File: config.mk
export PLATFORM = sky130hd
export DESIGN_NAME = key_matrix_scan_debounce_flat
export DESIGN_NICKNAME = d
export VERILOG_FILES = /design/src/hdl/kmsd_pkg.sv /design/src/hdl/kmsd_if.sv /design/src/hdl/kmsd_lane.sv /design/src/hdl/kmsd_merge.sv /design/src/hdl/key_matrix_scan_debounce.sv /design/src/flat_wrapper.sv
export SDC_FILE = /design/constraint.sdc
export NUM_CORES = 1
export LEC_CHECK = 0
export ABC_CLOCK_PERIOD_IN_PS = 5800
export BUFFER_PORTS_ARGS = -buffer_cell sky130_fd_sc_hd__buf_2
export CAP_MARGIN = 20
export CORE_MARGIN = 2
export CORE_UTILIZATION = 45
export DETAILED_ROUTE_END_ITERATION = 8
export GPL_ROUTABILITY_DRIVEN = 0
export SYNTH_ARGS = -nofsm -noshare
export SYNTH_HDL_FRONTEND = slang
export SYNTH_HIERARCHICAL = 1
export SYNTH_SLANG_ARGS = --single-unit
File: constraint.sdc
create_clock -name clk -period 5.8 [get_ports clk]
set_input_delay 1.16 -clock clk [delete_from_list [all_inputs] [get_ports clk]]
set_output_delay 1.16 -clock clk [all_outputs]
set_load 0.01 [all_outputs]
File: src/hdl/kmsd_pkg.sv
// Package for the key matrix scanner with global debounce.
// Holds field widths, the reset constant and the lane control/status structs.
// No dependencies.
`default_nettype none

package kmsd_pkg;

  localparam int ROW_MAX = 8;
  localparam int COL_MAX = 16;

  localparam int COL_IDX_W = 4;
  localparam int ROW_IN_W  = 8;
  localparam int TIME_W    = 16;
  localparam int QROW_W    = 3;
  localparam int ROW_W     = 16;
  localparam int DB_MS_W   = 8;

  localparam logic [DB_MS_W-1:0] DEBOUNCE_RESET = 8'd5;

  typedef struct packed {
    logic             wr_en;
    logic             copy_en;
    logic [ROW_W-1:0] col_mask;
  } lane_ctl_t;

  typedef struct packed {
    logic             changed;
    logic [ROW_W-1:0] stable_row;
  } lane_stat_t;

endpackage

`default_nettype wire

File: src/hdl/kmsd_if.sv
// Channel interfaces of the key matrix scanner: input items, results, config writes.
// Depends on kmsd_pkg.
`default_nettype none

interface kmsd_in_if;
  logic                           valid;
  logic                           ready;
  logic [kmsd_pkg::COL_IDX_W-1:0] column;
  logic [kmsd_pkg::ROW_IN_W-1:0]  row_bits;
  logic                           scan_end;
  logic [kmsd_pkg::TIME_W-1:0]    now_ms;
  logic [kmsd_pkg::QROW_W-1:0]    query_row;

  modport source (output valid, column, row_bits, scan_end, now_ms, query_row,
                  input ready);
  modport sink   (input valid, column, row_bits, scan_end, now_ms, query_row,
                  output ready);
  modport monitor (input valid, ready, column, row_bits, scan_end, now_ms, query_row);
endinterface

interface kmsd_out_if;
  logic                       valid;
  logic                       ready;
  logic [kmsd_pkg::ROW_W-1:0] debounced_row;
  logic                       all_keys_off;
  logic                       debounce_active;
  logic                       matrix_updated;

  modport source (output valid, debounced_row, all_keys_off, debounce_active,
                  matrix_updated, input ready);
  modport sink   (input valid, debounced_row, all_keys_off, debounce_active,
                  matrix_updated, output ready);
  modport monitor (input valid, ready, debounced_row, all_keys_off, debounce_active,
                   matrix_updated);
endinterface

interface kmsd_cfg_if;
  logic                         valid;
  logic                         ready;
  logic [kmsd_pkg::DB_MS_W-1:0] data;

  modport source (output valid, data, input ready);
  modport sink   (input valid, data, output ready);
  modport monitor (input valid, ready, data);
endinterface

`default_nettype wire

File: src/hdl/kmsd_lane.sv
// One row lane: raw and debounced bits of a single matrix row.
// Depends on kmsd_pkg.
`default_nettype none

module kmsd_lane #(
  parameter int COLS = 16
) (
  input  wire logic                clk,
  input  wire logic                rst_n,
  input  wire kmsd_pkg::lane_ctl_t ctl,
  input  wire logic                row_bit,
  output kmsd_pkg::lane_stat_t     stat
);
  import kmsd_pkg::*;

  logic [COLS-1:0] raw_r, raw_nxt;
  logic [COLS-1:0] stable_r, stable_nxt;
  logic [COLS-1:0] mask;

  assign mask = ctl.col_mask[COLS-1:0];

  always_comb begin
    raw_nxt    = raw_r;
    stable_nxt = stable_r;
    if (ctl.wr_en) begin
      raw_nxt = row_bit ? (raw_r | mask) : (raw_r & ~mask);
    end
    if (ctl.copy_en) begin
      stable_nxt = raw_nxt;
    end
  end

  assign stat.changed    = ctl.wr_en && (raw_nxt != raw_r);
  assign stat.stable_row = ROW_W'(stable_nxt);

  always_ff @(posedge clk) begin
    if (!rst_n) begin
      raw_r    <= '0;
      stable_r <= '0;
    end else begin
      raw_r    <= raw_nxt;
      stable_r <= stable_nxt;
    end
  end

endmodule

`default_nettype wire

File: src/hdl/kmsd_merge.sv
// Merge stage: combines lane change flags, runs the debounce timer,
// drives lane controls and the registered result. Depends on kmsd_pkg, kmsd_if.
`default_nettype none

module kmsd_merge #(
  parameter int ROWS = 8,
  parameter int COLS = 16
) (
  input  wire logic                                      clk,
  input  wire logic                                      rst_n,
  kmsd_in_if.sink                                        in_ch,
  kmsd_out_if.source                                     out_ch,
  kmsd_cfg_if.sink                                       cfg_ch,
  input  wire kmsd_pkg::lane_stat_t [kmsd_pkg::ROW_MAX-1:0] lane_stat,
  output kmsd_pkg::lane_ctl_t                            lane_ctl
);
  import kmsd_pkg::*;

  logic               accept;
  logic               last;
  logic               any_change;
  logic               all_off;
  logic               start;
  logic               copy;
  logic [TIME_W-1:0]  elapsed;
  logic [ROW_W-1:0]   qrow;

  logic               running_r, running_nxt;
  logic [TIME_W-1:0]  start_r, start_nxt;
  logic               changed_r, changed_nxt;
  logic [DB_MS_W-1:0] db_ms_r, db_ms_nxt;

  logic               ovalid_r, ovalid_nxt;
  logic [ROW_W-1:0]   orow_r, orow_nxt;
  logic               ooff_r, ooff_nxt;
  logic               oact_r, oact_nxt;
  logic               oupd_r, oupd_nxt;

  assign in_ch.ready  = !ovalid_r || out_ch.ready;
  assign accept       = in_ch.valid && in_ch.ready;
  assign last         = accept && in_ch.scan_end;
  assign cfg_ch.ready = 1'b1;

  always_comb begin
    any_change = 1'b0;
    all_off    = 1'b1;
    for (int r = 0; r < ROW_MAX; r++) begin
      any_change = any_change | lane_stat[r].changed;
      all_off    = all_off & (lane_stat[r].stable_row == '0);
    end
  end

  assign qrow = ({1'b0, in_ch.query_row} < (QROW_W + 1)'(ROWS)) ?
                lane_stat[in_ch.query_row].stable_row : '0;

  assign elapsed = in_ch.now_ms - start_r;
  assign start   = last && (changed_r || any_change) && !running_r;
  assign copy    = last && running_r && (elapsed > TIME_W'(db_ms_r));

  always_comb begin
    lane_ctl.wr_en    = accept;
    lane_ctl.copy_en  = copy;
    lane_ctl.col_mask = ({1'b0, in_ch.column} < (COL_IDX_W + 1)'(COLS)) ?
                        (ROW_W'(1) << in_ch.column) : '0;
  end

  always_comb begin
    running_nxt = running_r;
    start_nxt   = start_r;
    changed_nxt = changed_r;
    db_ms_nxt   = cfg_ch.valid ? cfg_ch.data : db_ms_r;
    if (start) begin
      running_nxt = 1'b1;
      start_nxt   = in_ch.now_ms;
    end
    if (copy) begin
      running_nxt = 1'b0;
    end
    if (accept) begin
      changed_nxt = last ? 1'b0 : (changed_r | any_change);
    end
  end

  always_comb begin
    ovalid_nxt = ovalid_r && !out_ch.ready;
    orow_nxt   = orow_r;
    ooff_nxt   = ooff_r;
    oact_nxt   = oact_r;
    oupd_nxt   = oupd_r;
    if (accept) begin
      ovalid_nxt = 1'b1;
      orow_nxt   = qrow;
      ooff_nxt   = all_off;
      oact_nxt   = running_nxt;
      oupd_nxt   = copy;
    end
  end

  always_ff @(posedge clk) begin
    if (!rst_n) begin
      running_r <= 1'b0;
      start_r   <= '0;
      changed_r <= 1'b0;
      db_ms_r   <= DEBOUNCE_RESET;
      ovalid_r  <= 1'b0;
    end else begin
      running_r <= running_nxt;
      start_r   <= start_nxt;
      changed_r <= changed_nxt;
      db_ms_r   <= db_ms_nxt;
      ovalid_r  <= ovalid_nxt;
    end
  end

  always_ff @(posedge clk) begin
    orow_r <= orow_nxt;
    ooff_r <= ooff_nxt;
    oact_r <= oact_nxt;
    oupd_r <= oupd_nxt;
  end

  assign out_ch.valid           = ovalid_r;
  assign out_ch.debounced_row   = orow_r;
  assign out_ch.all_keys_off    = ooff_r;
  assign out_ch.debounce_active = oact_r;
  assign out_ch.matrix_updated  = oupd_r;

endmodule

`default_nettype wire

File: src/hdl/key_matrix_scan_debounce.sv
// Top level of the key matrix scanner with one global debounce timer.
// Depends on kmsd_pkg, kmsd_if, kmsd_lane, kmsd_merge.
//
//   channel  | dir | payload                                               | handshake
//   in_ch    | in  | column, row_bits, scan_end, now_ms, query_row         | valid/ready
//   out_ch   | out | debounced_row, all_keys_off, debounce_active,         | valid/ready
//            |     | matrix_updated                                        |
//   cfg_ch   | in  | data = debounce_ms                                    | valid/ready
//
// One item per cycle: all row lanes update in the accepting cycle, and the
// result sits in the output register on the next cycle.
// in_ch.ready drops only while a result waits and out_ch.ready is low.
// cfg_ch.ready is always high. Synchronous reset clears both matrices,
// the timer state and the output valid; debounce_ms resets to 5.
`default_nettype none

module key_matrix_scan_debounce #(
  parameter int ROWS = 8,
  parameter int COLS = 16
) (
  input wire logic   clk,
  input wire logic   rst_n,
  kmsd_in_if.sink    in_ch,
  kmsd_out_if.source out_ch,
  kmsd_cfg_if.sink   cfg_ch
);
  import kmsd_pkg::*;

  lane_ctl_t                 lane_ctl;
  lane_stat_t [ROW_MAX-1:0]  lane_stat;

  for (genvar r = 0; r < ROW_MAX; r++) begin : g_lane
    if (r < ROWS) begin : g_on
      kmsd_lane #(.COLS(COLS)) u_lane (
        .clk     (clk),
        .rst_n   (rst_n),
        .ctl     (lane_ctl),
        .row_bit (in_ch.row_bits[r]),
        .stat    (lane_stat[r])
      );
    end else begin : g_off
      assign lane_stat[r] = '0;
    end
  end

  kmsd_merge #(.ROWS(ROWS), .COLS(COLS)) u_merge (
    .clk       (clk),
    .rst_n     (rst_n),
    .in_ch     (in_ch),
    .out_ch    (out_ch),
    .cfg_ch    (cfg_ch),
    .lane_stat (lane_stat),
    .lane_ctl  (lane_ctl)
  );

endmodule

`default_nettype wire

File: src/flat_wrapper.sv
// flat-port wrapper written by rule: the top's interface ports become plain ports
module key_matrix_scan_debounce_flat import kmsd_pkg::*;
#(
  parameter int ROWS = 8,
  parameter int COLS = 16
)
  (clk, rst_n, in_ch_valid, in_ch_column, in_ch_row_bits, in_ch_scan_end, in_ch_now_ms, in_ch_query_row, in_ch_ready, out_ch_valid, out_ch_debounced_row, out_ch_all_keys_off, out_ch_debounce_active, out_ch_matrix_updated, out_ch_ready, cfg_ch_valid, cfg_ch_data, cfg_ch_ready);
  kmsd_in_if in_ch_i ();
  kmsd_out_if out_ch_i ();
  kmsd_cfg_if cfg_ch_i ();
  input wire logic clk;
  input wire logic rst_n;
  input wire logic [$bits(in_ch_i.valid)-1:0] in_ch_valid;
  input wire logic [$bits(in_ch_i.column)-1:0] in_ch_column;
  input wire logic [$bits(in_ch_i.row_bits)-1:0] in_ch_row_bits;
  input wire logic [$bits(in_ch_i.scan_end)-1:0] in_ch_scan_end;
  input wire logic [$bits(in_ch_i.now_ms)-1:0] in_ch_now_ms;
  input wire logic [$bits(in_ch_i.query_row)-1:0] in_ch_query_row;
  output wire logic [$bits(in_ch_i.ready)-1:0] in_ch_ready;
  output wire logic [$bits(out_ch_i.valid)-1:0] out_ch_valid;
  output wire logic [$bits(out_ch_i.debounced_row)-1:0] out_ch_debounced_row;
  output wire logic [$bits(out_ch_i.all_keys_off)-1:0] out_ch_all_keys_off;
  output wire logic [$bits(out_ch_i.debounce_active)-1:0] out_ch_debounce_active;
  output wire logic [$bits(out_ch_i.matrix_updated)-1:0] out_ch_matrix_updated;
  input wire logic [$bits(out_ch_i.ready)-1:0] out_ch_ready;
  input wire logic [$bits(cfg_ch_i.valid)-1:0] cfg_ch_valid;
  input wire logic [$bits(cfg_ch_i.data)-1:0] cfg_ch_data;
  output wire logic [$bits(cfg_ch_i.ready)-1:0] cfg_ch_ready;
  assign in_ch_i.valid = in_ch_valid;
  assign in_ch_i.column = in_ch_column;
  assign in_ch_i.row_bits = in_ch_row_bits;
  assign in_ch_i.scan_end = in_ch_scan_end;
  assign in_ch_i.now_ms = in_ch_now_ms;
  assign in_ch_i.query_row = in_ch_query_row;
  assign in_ch_ready = in_ch_i.ready;
  assign out_ch_valid = out_ch_i.valid;
  assign out_ch_debounced_row = out_ch_i.debounced_row;
  assign out_ch_all_keys_off = out_ch_i.all_keys_off;
  assign out_ch_debounce_active = out_ch_i.debounce_active;
  assign out_ch_matrix_updated = out_ch_i.matrix_updated;
  assign out_ch_i.ready = out_ch_ready;
  assign cfg_ch_i.valid = cfg_ch_valid;
  assign cfg_ch_i.data = cfg_ch_data;
  assign cfg_ch_ready = cfg_ch_i.ready;
  key_matrix_scan_debounce #(.ROWS(ROWS), .COLS(COLS)) u_core (.clk(clk), .rst_n(rst_n), .in_ch(in_ch_i), .out_ch(out_ch_i), .cfg_ch(cfg_ch_i));
endmodule
After elaboration in Yosys (flattened, before gate mapping)

Cells that the tools add are included.

Output and inout bits: 22
Bits of input ports: 45
Bits in registers: 302
Word-level logic and storage cells: 127

Equality and inequality tests: 8
Reduce and logical (&&, ||, !) cells: 28
$lt $le $gt $ge: 2
Bitwise logic cells: 32
Mux-type cells: 30
Add/subtract/negate cells: 1
Shift operators: 1

Operators by type and width:

| kind                 | count |
|---|---|
| $mux 16              | 25 |
| $and 16x16->16       | 8 |
| $logic_not 16->1     | 8 |
| $ne 16x16->1         | 8 |
| $or 16x16->16        | 8 |
| $bmux 17 s3          | 1 |
| $gt 16x8->1          | 1 |
| $not 16->16          | 1 |
| $shl 1x4->16 const A | 1 |
| $sub 16x16->16       | 1 |
| $logic_and 1x1->1    | 15 |
| $or 1x1->1           | 8 |
| $and 1x1->1          | 7 |
| $lt 3x4->1 const B   | 1 |
| $mux 1               | 4 |
| $logic_not 1->1      | 3 |
| $logic_or 1x1->1     | 2 |

Longest topological paths before layout

Depth in word-level cells: 19
Mapped depth: 22
Depth with buffers taken out: 20

Cells and area by module

The synthesis kept the hierarchy.

By module, submodules not included:

| module     | cells an instance | area each (um^2) | times used | seq. area each (um^2) |
|---|---|---|---|---|
| kmsd_lane  | 174               | 1503.9           | 8          | 640.6 |
| kmsd_merge | 395               | 4023.9           | 1          | 1111.1 |

Least setup slack after synthesis

Ideal clock, no wire load.

Path kind: input-to-reg
From: input port in_ch_now_ms[4]
To: register u_core.u_merge.ooff_r, in the netlist u_core/u_merge/out_ch.all_keys_off (data pin)
Data required time: 5661 ps
Stages on the path: 20
Path slack: 578 ps
Arrival: 5083 ps
Setup time: 139 ps
Buffers on the path: 2
Path through: ha_1 a21o_1 or3_1 o22a_1 xor2_1 ha_1 a21oi_1 o21ai_0 o22ai_1 nand4b_1 a2111oi_4 a31oi_1 buf_4 clkbuf_1 nor2_1 a21oi_1 nor4_1 nand4_1 or4_1 nor2_1

RTL lines:

| item                 | RTL line           | text |
|---|---|---|
| start, declared      | flat_wrapper.sv:17 | `input wire logic [$bits(in_ch_i.now_ms)-1:0] in_ch_now_ms;` |
| end signal, assigned | kmsd_merge.sv:117  | `ooff_r <= ooff_nxt;` |
| end, declared        | kmsd_merge.sv:35   | `logic ooff_r, ooff_nxt;` |

==> metrics.txt <==
status=complete, no violations; critical path data arrival time=5.80 ns; WL final=47,600 um; number of synthesized flops with an enable pin=19; Nets=1,909; top cells by area, synth=dfxtp_1 (35%), mux2i_1 (9.4%), a21oi_1 (5.3%), and2_1 (5.1%), mux4_2 (4.5%); max_slew headroom=23.2%; top cells by count, synth=dfxtp_1 (283), a21oi_1 (169), mux2i_1 (151), nor2_1 (148); endpoints failing setup=0; initial antenna violation count=0; Worst Path Buf+Inv=4; GR Util All Layers=25.9%; Initial Utilization=45.5%; FMAX=185 MHz; Syn Nets=1,856; Initial DRC Count=895; vias in the first global route=12,452; Max IR drop VDD=0.234 mV; Slowest cell on crit path=or4_1; clock skew=0.0299 ns; first-pass iteration count of the detailed router=6; clock root cell=clkbuf_16; fin. max-slew vios=0; H-tree Lvls=2; most common cell in the synthesized netlist=dfxtp_1; Vias/cell=5.64; largest net degree at the start of global routing=272; Worst-path clk slew=0.06 ns; Area Growth Syn to Fin=13.2%; total CTS buffers=36; Seq/Total Area, Yosys=38.8%; CTS sink cnt=302; Final Cycle Share=93.3%; Cell Chain, Critical Path=buf_2 > inv_1 > ha_1 > fa_1 > nor2b_4 > o31a_4 > o31ai_4 > a21boi_0 > ha_1 > nand2_1 > o21ai_0 > o22ai_1 > nand4b_1 > a2111oi_4 > a31oi_4 > buf_12 > buf_4 > nor2_1 > a21oi_1 > nor4_1 > nand4_1 > or4_1 > nor2_1; # rows=69; hold buffers post-CTS=0; Top Family by Delay on Critical Path=simple AND/OR/NAND/NOR gates; CTS resizes=0; final std cells w/o fill=2,327; unrepaired setup endpoints after global routing=false; Power per Cell Area=280 nW/um^2; Detail Route Antenna Nets=0; Skew-Pair Late Insertion Delay=0.54 ns; number of remaining DRC errors=0; first-pass GRT wire length=73,700 um; DR WL/cell=20.5 um; grt ovf=0; Final Instance Area=18,200 um^2; final core utilization=51.5%; Critical Path End Type=flop; worst-case clock buffer depth=3; I/O pin cnt=67; Vert. Die Dim=193 um; half-perimeter wire length after placement=33,700 um; placed cells=2,263; Leakage=7.62 nW; vias=13,115; ys flop type=dfxtp_1; Worst setup SP type=input pin; max incr delay on CP=0.54 ns; WS Path Type=in -> reg; # port buffers=65; Syn. warnings=6; Cell Area, Synth=16,100 um^2; crit path time final=5.41 ns; Cell Area, Placed=17,000 um^2; Max Cap Viol=0; Final Hold Fails=0; placeable core area=35,300 um^2; asr flop ratio synth=0%; Hold Crit Class=reg -> reg; CTS tree=done; share of cells above drive strength 1=13.9%; post-CTS setup buffers=0; Fillers=3,305; crit path max fanout=14; total die area=37,200 um^2; Syn Inst Count=1,787; flops & latches, synth=302; Slew @ Worst Pin=1.15 ns; largest area contributor in the netlist=dfxtp_1; Yosys cell types=66; critical path data required time=6.19 ns; mean post-synth cell area=8.98 um^2; diode count=0; post-synth top area share=35.3%; die width=193 um
==> logic make-up (layout without fill, tap and decap cells) <==
group,after synthesis,after routing,synth area share (%)
XOR/XNOR,5,5,0.273
AND/OR/NAND/NOR,713,713,23.9
AO/OA/AOI/OAI,336,336,14.0
flip-flops,302,302,38.8
adder cells (fa/ha/maj),24,24,1.92
multiplexers,199,199,15.0
other,1,1,0.0234
buffers and inverters,207,286,5.96
==> worst paths after layout <==
check,cells after the start,start,end,slack [ns]
hold / removal,2,u_core/u_merge/db_ms_r[0],u_core/u_merge/db_ms_r[0],0.51
setup reg to reg,21,u_core/u_merge/start_r[4],u_core/u_merge/out_ch.all_keys_off,0.79
setup / recovery,23,in_ch_now_ms[0],u_core/u_merge/out_ch.all_keys_off,0.39
hold reg to reg,2,u_core/u_merge/db_ms_r[0],u_core/u_merge/db_ms_r[0],0.51
==> registers in the layout, indices dropped and copies added, names as in the netlist <==
register	count
u_core/g_lane.g_on.u_lane/raw_r	128
u_core/g_lane.g_on.u_lane/stable_r	128
u_core/u_merge/out_ch.debounced_row	16
u_core/u_merge/start_r	16
u_core/u_merge/db_ms_r	8
u_core/u_merge/changed_r	1
u_core/u_merge/out_ch.all_keys_off	1
u_core/u_merge/out_ch.debounce_active	1
u_core/u_merge/out_ch.matrix_updated	1
u_core/u_merge/out_ch.valid	1
u_core/u_merge/running_r	1
==> per-stage QoR <==
stage | hold WS, ns | total power [mW] | setup TNS (ns) | worst slack [ns]
floorplan | 0.449 | 2.66 | 0 | 0.578
global placement | 0.487 | 2.85 | -0.124 | -0.124
detailed placement | 0.492 | 2.85 | -0.181 | -0.181
CTS | 0.511 | 5.13 | 0 | 0.379
global route | 0.527 | 5.28 | 0 | 0.0753
finish | 0.509 | 5.08 | 0 | 0.387
==> layout by cell type, fill, tap and decap left out, drive strengths merged, types with 14 or more instances in the layout <==
| cell type | count |
|---|---|
| buf | 114 |
| nor2 | 148 |
| mux4 | 32 |
| nor2b | 103 |
| ha | 23 |
| edfxtp | 19 |
| clkbuf | 57 |
| and2b | 56 |
| o31a | 17 |
| a21oi | 169 |
| a22oi | 16 |
| mux2 | 16 |
| nand2b | 41 |
| dfxtp | 283 |
| nand2 | 146 |
| nor4 | 35 |
| o21ai | 14 |
| and2 | 130 |
| mux2i | 151 |
| inv | 110 |
| a22o | 16 |
| a221oi | 25 |
==> power by group <==
part | internal, mW | leakage (nW) | switching, mW
logic | 0.258 | 4.55 | 0.376
clock network | 1.39 | 0.589 | 0.880
registers | 2.15 | 2.48 | 0.0258
==> per-layer routing <==
metal	routed length, um	part of all wire [%]	track usage [%]	vias to the layer above
met5	0	0	0	-
met4	1840	3.9	10.4	0
met3	2440	5.1	3.51	89
met2	21100	44	40.2	379
met1	22200	47	36.2	6307
li1	-	-	-	6340
==> worst min-delay path, stage by stage (launching register included) <==
cell and delay [ns]:
dfxtp_1 0.34, mux2i_1 0.08, nand2_1 0.06
==> cell type report <==
class,instances,area [um^2],share of cell area [%]
flip-flops and latches,302,6240,34.3
clock inverters,7,96.3,0.530
repair buffers,114,825,4.54
well taps,461,577,3.17
clock buffers,57,1100,6.06
multi-input cells,1278,8930,49.1
inverters,108,405,2.23
Power figures use the tool's default switching activity.
